<file path="config.mk">
export PLATFORM = sky130hd
export DESIGN_NAME = brf_status
export DESIGN_NICKNAME = d
export VERILOG_FILES = /design/src/rtl/brf_pkg.sv /design/src/rtl/brf_status.sv
export SDC_FILE = /design/constraint.sdc
export NUM_CORES = 1
export LEC_CHECK = 0
export BUFFER_PORTS_ARGS = -buffer_cell sky130_fd_sc_hd__buf_4
export CAP_MARGIN = 20
export CORE_MARGIN = 3
export CORE_UTILIZATION = 52
export DETAILED_ROUTE_END_ITERATION = 7
export PLACE_DENSITY = 0.86
export SYNTH_ARGS = -nofsm -noshare
export SYNTH_HDL_FRONTEND = slang
export SYNTH_SLANG_ARGS = --single-unit
</file>
<file path="constraint.sdc">
create_clock -name vclk -period 8.45
set_input_delay 1.69 -clock vclk [all_inputs]
set_output_delay 1.69 -clock vclk [all_outputs]
set_load 0.05 [all_outputs]
</file>
<file path="src/rtl/brf_pkg.sv">
`default_nettype none

package brf_pkg;

    // Store geometry; DEPTH must be a power of two
    localparam int DEPTH     = 1024;
    localparam int PTR_W     = $clog2(DEPTH);
    localparam int MAX_BURST = 64;
    localparam int BURST_W   = $clog2(MAX_BURST + 1);

    // Fixed field widths of the channels
    localparam int CMD_W     = 3;
    localparam int BYTE_W    = 8;
    localparam int FIELD_W   = 10;

    // Width wide enough to compare a requested count with a space figure
    localparam int MIN_W     = (PTR_W > FIELD_W) ? PTR_W : FIELD_W;

    typedef enum logic [CMD_W-1:0] {
        CMD_WRITE   = CMD_W'(0),
        CMD_READ    = CMD_W'(1),
        CMD_DISCARD = CMD_W'(2),
        CMD_CLEAR   = CMD_W'(3),
        CMD_QUERY   = CMD_W'(4)
    } brf_cmd_t;

    typedef enum logic {
        ST_IDLE,
        ST_BURST
    } brf_state_t;

    // Occupancy figures derived from the two pointers
    typedef struct packed {
        logic [PTR_W-1:0]   rd_space;
        logic [PTR_W-1:0]   wr_space;
        logic [FIELD_W-1:0] read_space;
        logic [FIELD_W-1:0] write_space;
        logic [FIELD_W-1:0] read_seg_first;
        logic [FIELD_W-1:0] read_seg_second;
        logic [FIELD_W-1:0] write_seg_first;
        logic [FIELD_W-1:0] write_seg_second;
    } brf_status_t;

endpackage

`default_nettype wire

</file>
<file path="src/rtl/brf_status.sv">
`default_nettype none

module brf_status (
    input  wire logic [brf_pkg::PTR_W-1:0] rd_ptr,
    input  wire logic [brf_pkg::PTR_W-1:0] wr_ptr,
    output brf_pkg::brf_status_t           status
);

    import brf_pkg::*;

    logic [PTR_W-1:0] rs;
    logic [PTR_W-1:0] ws;
    logic [PTR_W:0]   rd_end;
    logic [PTR_W:0]   wr_end;
    logic [PTR_W:0]   rd_first_wrap;
    logic [PTR_W:0]   wr_first_wrap;

    // Modulo arithmetic on the pointers; one slot always stays empty
    assign rs = wr_ptr - rd_ptr;
    assign ws = rd_ptr - wr_ptr - PTR_W'(1);

    assign rd_end        = {1'b0, rd_ptr} + {1'b0, rs};
    assign wr_end        = {1'b0, wr_ptr} + {1'b0, ws};
    assign rd_first_wrap = (PTR_W+1)'(DEPTH) - {1'b0, rd_ptr};
    assign wr_first_wrap = (PTR_W+1)'(DEPTH) - {1'b0, wr_ptr};

    always_comb
    begin
        status.rd_space    = rs;
        status.wr_space    = ws;
        status.read_space  = FIELD_W'(rs);
        status.write_space = FIELD_W'(ws);

        // Split each region at the end of the store
        if (rd_end > (PTR_W+1)'(DEPTH))
        begin
            status.read_seg_first  = FIELD_W'(rd_first_wrap);
            status.read_seg_second = FIELD_W'(rd_end[PTR_W-1:0]);
        end
        else
        begin
            status.read_seg_first  = FIELD_W'(rs);
            status.read_seg_second = '0;
        end

        if (wr_end > (PTR_W+1)'(DEPTH))
        begin
            status.write_seg_first  = FIELD_W'(wr_first_wrap);
            status.write_seg_second = FIELD_W'(wr_end[PTR_W-1:0]);
        end
        else
        begin
            status.write_seg_first  = FIELD_W'(ws);
            status.write_seg_second = '0;
        end
    end

endmodule

`default_nettype wire

</file>
==> results of run 1 <==
## layout by cell type (no fill, tap or decap), drive strengths merged, types with 7 or more instances in the layout
master / netlist / layout
a21o: 7 / 7
a21oi: 27 / 27
buf: 22 / 101
ha: 40 / 40
inv: 31 / 31
mux2: 16 / 16
nand2: 12 / 12
nand3: 11 / 11
nor2: 26 / 26
nor3: 10 / 10
o21ai: 8 / 8
xnor2: 31 / 31
xor2: 19 / 19
## final cells by class
cell class | count | share of cell area
inverters | 31 | 0.0381
multi-input cells | 264 | 0.692
well taps | 52 | 0.0213
repair buffers | 101 | 0.249
## kinds of logic after synthesis
| group | count (synthesis) |
|---|---|
| AOI/OAI and AO/OA | 64 |
| xor gates and xnor gates | 50 |
| adders and majority gates | 43 |
| buffers and inverters | 59 |
| muxes | 20 |
| and+or+nand+nor | 87 |
## per-stage QoR
| stage | power (mW) | util | cell area [um^2] | worst slack, ns |
|---|---|---|---|---|
| final | 0.893 | 0.691 | 3050 | 0.700 |
| after global routing | 0.945 | 0.691 | 3050 | 0.402 |
| after CTS | 0.895 | 0.691 | 3050 | 0.711 |
| after detailed placement | 0.892 | 0.691 | 3050 | 0.738 |
| after global placement | 0.883 | 0.691 | 3050 | 0.848 |
| after floorplan | 0.699 | - | 2420 | 0.307 |
## routing by layer
layer  global-route usage  vias to the layer above  wire [um]
met3               0.0135                        6        383
met2                0.411                       95       3070
met5                    0                        -          0
met4               0.0201                        0         43
li1                     -                     1249          -
met1                0.297                     1126       2820
## power by group through the flow
| stage | sequential [mW] | clock, mW | combinational, mW |
|---|---|---|---|
| after CTS | 0 | 0 | 0.895 |
| after global placement | 0 | 0 | 0.883 |
| after floorplan | 0 | 0 | 0.699 |
| after global routing | 0 | 0 | 0.945 |
| final | 0 | 0 | 0.893 |
| after detailed placement | 0 | 0 | 0.892 |
## worst max path at each step
stage	startpoint	slack (ns)	end	cells after the start
2_1_floorplan	wr_ptr[0]	0.31	status[10]	15
3_3_place_gp	wr_ptr[0]	0.85	status[39]	18
3_5_place_dp	wr_ptr[0]	0.74	status[31]	20
4_1_cts	wr_ptr[0]	0.71	status[39]	18
5_1_grt	wr_ptr[0]	0.40	status[34]	18
6_report	wr_ptr[0]	0.70	status[39]	18
## worst max-delay path, stage by stage
cell     delay (ns)
buf_4          0.12
inv_1          0.14
ha_1           0.27
inv_1          0.09
fa_1           0.47
a21o_1         0.20
a21oi_1        0.22
o21ai_0        0.11
and2_1         0.18
o41ai_1        0.31
xnor2_1        0.19
ha_1           0.38
nand3_1        0.11
o31a_2         0.36
xor2_2         0.17
a31oi_4        0.46
mux2_2         0.40
buf_4          0.19
==> flow_summary_export.csv, run 1 <==
group,metric,value,unit
placed_design,numPlacedInstances,448,
finish,clkbuf_count,0,
synthesis,ys_warn_count,0,
sta,fmax,129,MHz
finish,seq_cells,0,
global_routing,grt_usage,0.224,
placed_design,gp_congestion,0.897,
floorplanning,die_w,74.2,um
synthesis,seq_area_frac_synth,0,
global_routing,grt_pass1_wl,10200,um
synthesis,synth_adder_area_share,0.232,
drt,drtIter0Drc,150,
global_routing,grt_max_degree,15,
finish,drive_above_1_share,0.321,
synthesis,synth-xor-area-share,0.184,
sta,slew_viol_final,0,
power,peakVddDrop,149,uV
drt,antenna_left,0,
synthesis,synth_top_area_share,0.207,
drt,drc,0,
synthesis,synth_compound_area_frac,0.174,
global_routing,antenna_found_initial,0,
synthesis,synthTopCellsByArea,"ha_1, xnor2_1, buf_4",
drt,wl,6330,um
synthesis,synthMuxAreaShare,0.0973,
synthesis,post-synth-top-area-cell,"ha_1",
synthesis,synthTopCellsByCount,"ha_1, inv_1, xnor2_1, a21oi_1, nor2_1",
synthesis,synthSimpleGateAreaFrac,0.186,
finish,seq_area,0,um^2
critical_path,crit_arrival,6.06,ns
power,combPwrFrac,1.000,
cts,cts_hold_buf,0,
drt,viasPerCell,5.53,
synthesis,synth_nets,386,
global_routing,first_global_vias,2310,
sta,finalSetupTns,0,ns
worst_hold_path,hp-class,"input pin to output pin",
finish,diodes,0,
synthesis,syn_area,0.00242,mm^2
critical_path,cp_data_required_time,6.76,ns
finish,multi_input_area,0.00211,mm^2
drt,wl_per_cell,14.1,um
power,power.density,293,mW/mm^2
sta,tightestPinTransition,0.523,ns
power,p_sw,0.608,mW
synthesis,syn_inst,323,
drt,vias,2476,
worst_hold_path,holdCritStartpoint,"wr_ptr[0]",
sta,final_hold_viol_count,0,
critical_path,endpoint_kind,"output pin",
power,clockPowerShare,0,
sta,setup_viol_count_final,0,
placed_design,hpwlAfterDp,5470,um
finish,fin_cells,448,
critical_path,worst_setup_path_start_kind,"input pin",
worst_hold_path,min_delay_path_depth,4,
power,p_int,0.285,mW
sta,grt_setup_unrepaired,"false",
sta,fin_crit_sh,0.917,
floorplanning,initial_core_util,0.548,
floorplanning,core-area,0.00441,mm^2
critical_path,path_max_fanout,14,
global_routing,grt_remaining_overflow,0,
sta,period_needed,7.75,ns
power,p_sw_frac,0.681,
cts,cts_resized,0,
run,maxCapViolations,0,
synthesis,postSynthAreaPerCell,7.49,um^2
cts,postCtsSetupRepairBufs,0,
synthesis,synth.most_common_cell,"ha_1",
sta,maxSlewHeadroom,0.652,
power,seqPwrFrac,0,
placed_design,port_buffers,100,
synthesis,synth_cell_types,48,
finish,fill_cells,379,
run_status,outcome,"finished, final reports clean",
critical_path,path_class,"input pin to output pin",
floorplanning,ios,100,
floorplanning,fp-row-count,24,
finish,syn_to_final_growth,26.1,%
finish,fin_nets,461,
worst_hold_path,whs_endpoint,"status[0]",
power,p_leak,1.57,nW
floorplanning,die_h,74.2,um
synthesis,synth_top_family_by_area,"adder cells",
drt,dr.pass1.iters,4,
floorplanning,die_area,0.00551,mm^2
sta,holdWs,3.86,ns
No activity file was read; power rests on OpenSTA's default activity.
==> inputs of run 2 (changes only) <==
GPL_ROUTABILITY_DRIVEN = 0   (was default)
PLACE_DENSITY = default   (was 0.86)
PLACE_DENSITY_LB_ADDON = 0.08   (was default)
==> flow_summary_export.csv, run 2 (synthesis results as in run 1) <==
group,metric,value,unit
run,maxCapViolations,0,
critical_path,worst_setup_path_start_kind,"input pin",
worst_hold_path,whs_endpoint,"status[0]",
sta,finalSetupTns,0,ns
worst_hold_path,holdCritStartpoint,"wr_ptr[0]",
sta,maxSlewHeadroom,0.647,
finish,fill_cells,384,
floorplanning,die_h,74.2,um
cts,cts_resized,0,
placed_design,hpwlAfterDp,5460,um
floorplanning,initial_core_util,0.548,
power,p_total,0.891,mW
sta,grt_setup_unrepaired,"false",
critical_path,cp_data_required_time,6.76,ns
sta,fin_crit_sh,0.922,
floorplanning,die_area,0.00551,mm^2
sta,final_hold_viol_count,0,
critical_path,max_stage_delay,0.47,ns
drt,vias,2417,
run_status,outcome,"finished, final reports clean",
sta,fmax,128,MHz
floorplanning,core-area,0.00441,mm^2
finish,seq_area,0,um^2
drt,dr.pass1.iters,4,
floorplanning,ios,100,
global_routing,first_global_vias,2319,
finish,fin_nets,461,
finish,finalInstanceArea,0.00305,mm^2
global_routing,grt_max_degree,15,
critical_path,path_class,"input pin to output pin",
power,p_leak,1.57,nW
sta,tightestPinTransition,0.530,ns
global_routing,grt_usage,0.230,
worst_hold_path,hp-class,"input pin to output pin",
critical_path,cp_slowest_cell,"fa_1",
finish,syn_to_final_growth,26.1,%
worst_hold_path,min_delay_path_depth,4,
sta,setup_viol_count_final,0,
cts,postCtsSetupRepairBufs,0,
drt,wl_per_cell,14.1,um
floorplanning,fp-row-count,24,
global_routing,antenna_found_initial,0,
finish,drive_above_1_share,0.321,
finish,clkbuf_count,0,
critical_path,crit_chain,"buf_4 -> inv_1 -> ha_1 -> inv_1 -> fa_1 -> a21o_1 -> a21oi_1 -> o21ai_0 -> and2_1 -> o41ai_1 -> xnor2_1 -> ha_1 -> nand3_1 -> o31a_2 -> xor2_2 -> a31oi_4 -> mux2_2 -> buf_4",
global_routing,grt_pass1_wl,10500,um
critical_path,endpoint_kind,"output pin",
finish,layout_commonest_cell,"buf_4",
drt,drtIter0Drc,167,
critical_path,path_max_fanout,14,
drt,drc,0,
global_routing,grt_remaining_overflow,0,
power,peakVddDrop,238,uV
critical_path,crit_arrival,6.10,ns
finish,post-route-util,0.691,
finish,layout_common_cells,"buf_4, ha_1, inv_1, xnor2_1, a21oi_1",
placed_design,port_buffers,100,
sta,slew_viol_final,0,
finish,diodes,0,
finish,seq_cells,0,
sta,period_needed,7.79,ns
drt,viasPerCell,5.40,
drt,antenna_left,0,
power,power.density,292,mW/mm^2
cts,cts_hold_buf,0,
drt,wl,6310,um
floorplanning,die_w,74.2,um
placed_design,placed_cell_area,0.00305,mm^2
-- run 2: cell counts in the layout (fill, tap and decap cells not counted) --
Identical to the previous run, type by type.
-- run 2: stage by stage --
step / instances / setup WS [ns] / hold slack, ns
6_report: 448 / 0.661 / 3.86
5_1_grt: 448 / 0.349 / 3.88
4_1_cts: 448 / 0.676 / 3.86
3_5_place_dp: 448 / 0.713 / 3.86
3_3_place_gp: 448 / 0.833 / 3.85
2_1_floorplan: 323 / 0.307 / 3.71
-- run 2: where the power goes --
group / internal [mW] / switching, mW
Combinational: 0.285 / 0.606
Clock: 0 / 0
Sequential: 0 / 0
Total: 0.285 / 0.606
-- run 2: worst max-delay path, delay by kind of cell --
family | cells | cell delay (ns)
compound gates | 6 | 1.69
fa+ha+maj | 3 | 1.11
buf+inv | 4 | 0.54
mux | 1 | 0.40
xor+xnor | 2 | 0.37
simple gates | 2 | 0.28
-- run 2: how the worst max path moves through the flow --
stage / start / to / cells after the start
floorplan: wr_ptr[0] / status[10] / 15
global placement: wr_ptr[0] / status[39] / 18
detailed placement: wr_ptr[0] / status[31] / 18
CTS: wr_ptr[0] / status[31] / 18
global route: wr_ptr[0] / status[31] / 18
finish: wr_ptr[0] / status[31] / 18
-- run 2: final cells by class --
cell class,instances,area (um^2),area share
tap,52,65.1,0.0213
timing repair buffer,101,758,0.249
inverter,31,116,0.0381
multi-input combinational,264,2110,0.692
-- run 2: layer usage --
layer,up-vias,routed length [um],GRT usage
li1,1252,-,-
met5,-,0,0
met4,0,45,0.0161
met2,76,2910,0.406
met1,1085,2980,0.318
met3,4,370,0.0149
==> inputs of run 3 (changes only) <==
RECOVER_POWER = 100   (was default)
==> flow_summary_export.csv, run 3 (synthesis results as in run 1) <==
group,metric,value,unit
sta,fmax,127,MHz
placed_design,hpwlAfterDp,5460,um
drt,drtIter0Drc,172,
drt,viasPerCell,5.36,
finish,post-route-util,0.630,
finish,finalInstanceArea,0.00278,mm^2
finish,syn_to_final_growth,15.1,%
critical_path,crit_chain,"buf_4 -> inv_1 -> ha_1 -> inv_1 -> fa_1 -> a21o_1 -> a21oi_1 -> o21ai_0 -> and2_1 -> o41ai_1 -> xnor2_1 -> ha_1 -> nand3_1 -> o31a_2 -> xor2_2 -> a31oi_4 -> mux2i_1 -> clkbuf_1",
floorplanning,die_w,74.2,um
critical_path,worst_setup_path_start_kind,"input pin",
global_routing,grt_remaining_overflow,0,
sta,holdWs,3.92,ns
cts,cts_resized,0,
floorplanning,initial_core_util,0.548,
placed_design,port_buffers,100,
sta,period_needed,7.90,ns
placed_design,placed_cell_area,0.00305,mm^2
drt,wl_per_cell,14.1,um
sta,grt_setup_unrepaired,"false",
drt,drc,0,
floorplanning,fp-row-count,24,
cts,postCtsSetupRepairBufs,0,
finish,seq_area,0,um^2
sta,finalSetupTns,0,ns
finish,drive_above_1_share,0.164,
finish,clkbuf_count,0,
sta,tightestPinTransition,0.671,ns
floorplanning,die_h,74.2,um
critical_path,max_stage_delay,0.49,ns
floorplanning,core-area,0.00441,mm^2
sta,final_hold_viol_count,0,
finish,layout_commonest_cell,"clkbuf_1",
run_status,outcome,"finished, final reports clean",
drt,wl,6320,um
global_routing,first_global_vias,2319,
cts,cts_hold_buf,0,
global_routing,grt_pass1_wl,10500,um
power,power.density,292,mW/mm^2
floorplanning,die_area,0.00551,mm^2
floorplanning,ios,100,
sta,setup_viol_count_final,0,
sta,maxSlewHeadroom,0.553,
power,p_leak,1.33,nW
critical_path,crit_arrival,6.21,ns
global_routing,grt_usage,0.230,
power,peakVddDrop,229,uV
critical_path,path_class,"input pin to output pin",
finish,seq_cells,0,
finish,fin_nets,461,
drt,vias,2402,
sta,fin_crit_sh,0.935,
drt,dr.pass1.iters,4,
critical_path,endpoint_kind,"output pin",
run,maxCapViolations,0,
critical_path,path_max_fanout,14,
worst_hold_path,hp-class,"input pin to output pin",
finish,layout_common_cells,"clkbuf_1, ha_1, inv_1, xnor2_1",
critical_path,cp_data_required_time,6.76,ns
finish,diodes,0,
global_routing,antenna_found_initial,0,
finish,fill_cells,476,
drt,antenna_left,0,
global_routing,grt_max_degree,15,
sta,slew_viol_final,0,
critical_path,cp_slowest_cell,"clkbuf_1",
## run 3: final cells by class
| class | count | area, um^2 | share of cell area |
|---|---|---|---|
| tap | 52 | 65.1 | 0.0234 |
| inverter | 31 | 116 | 0.0418 |
| multi-input combinational | 264 | 2100 | 0.756 |
| timing repair buffer | 101 | 498 | 0.179 |
## run 3: routing by layer
metal,share of wire,vias up,GRT usage
li1,-,1253,-
met1,0.49,1071,0.318
met2,0.45,74,0.406
met3,0.053,4,0.0149
met4,0.0068,0,0.0161
met5,0,-,0
## run 3: worst paths after layout
check,depth (start not counted),slack [ns],end,start
max,18,0.55,status[32],wr_ptr[0]
min,4,3.92,status[12],wr_ptr[2]
## run 3: through the flow
| step | instances | total power [mW] | setup WS (ns) |
|---|---|---|---|
| 6_report | 448 | 0.811 | 0.549 |
| 5_1_grt | 448 | 0.866 | 0.193 |
| 4_1_cts | 448 | 0.895 | 0.676 |
| 3_5_place_dp | 448 | 0.892 | 0.713 |
| 3_3_place_gp | 448 | 0.885 | 0.833 |
| 2_1_floorplan | 323 | 0.699 | 0.307 |
## run 3: where the power goes
part	internal [mW]	switching [mW]	total, mW
Clock	0	0	0
Combinational	0.208	0.604	0.811
Sequential	0	0	0
Total	0.208	0.604	0.811
## run 3: worst max-delay path, delay by kind of cell
| family | cells | cell delay [ns] |
|---|---|---|
| AO/OA/AOI/OAI | 6 | 1.68 |
| XOR/XNOR | 2 | 0.36 |
| adder cells (fa/ha/maj) | 3 | 1.11 |
| buffers and inverters | 4 | 0.84 |
| multiplexers | 1 | 0.23 |
| AND/OR/NAND/NOR | 2 | 0.28 |
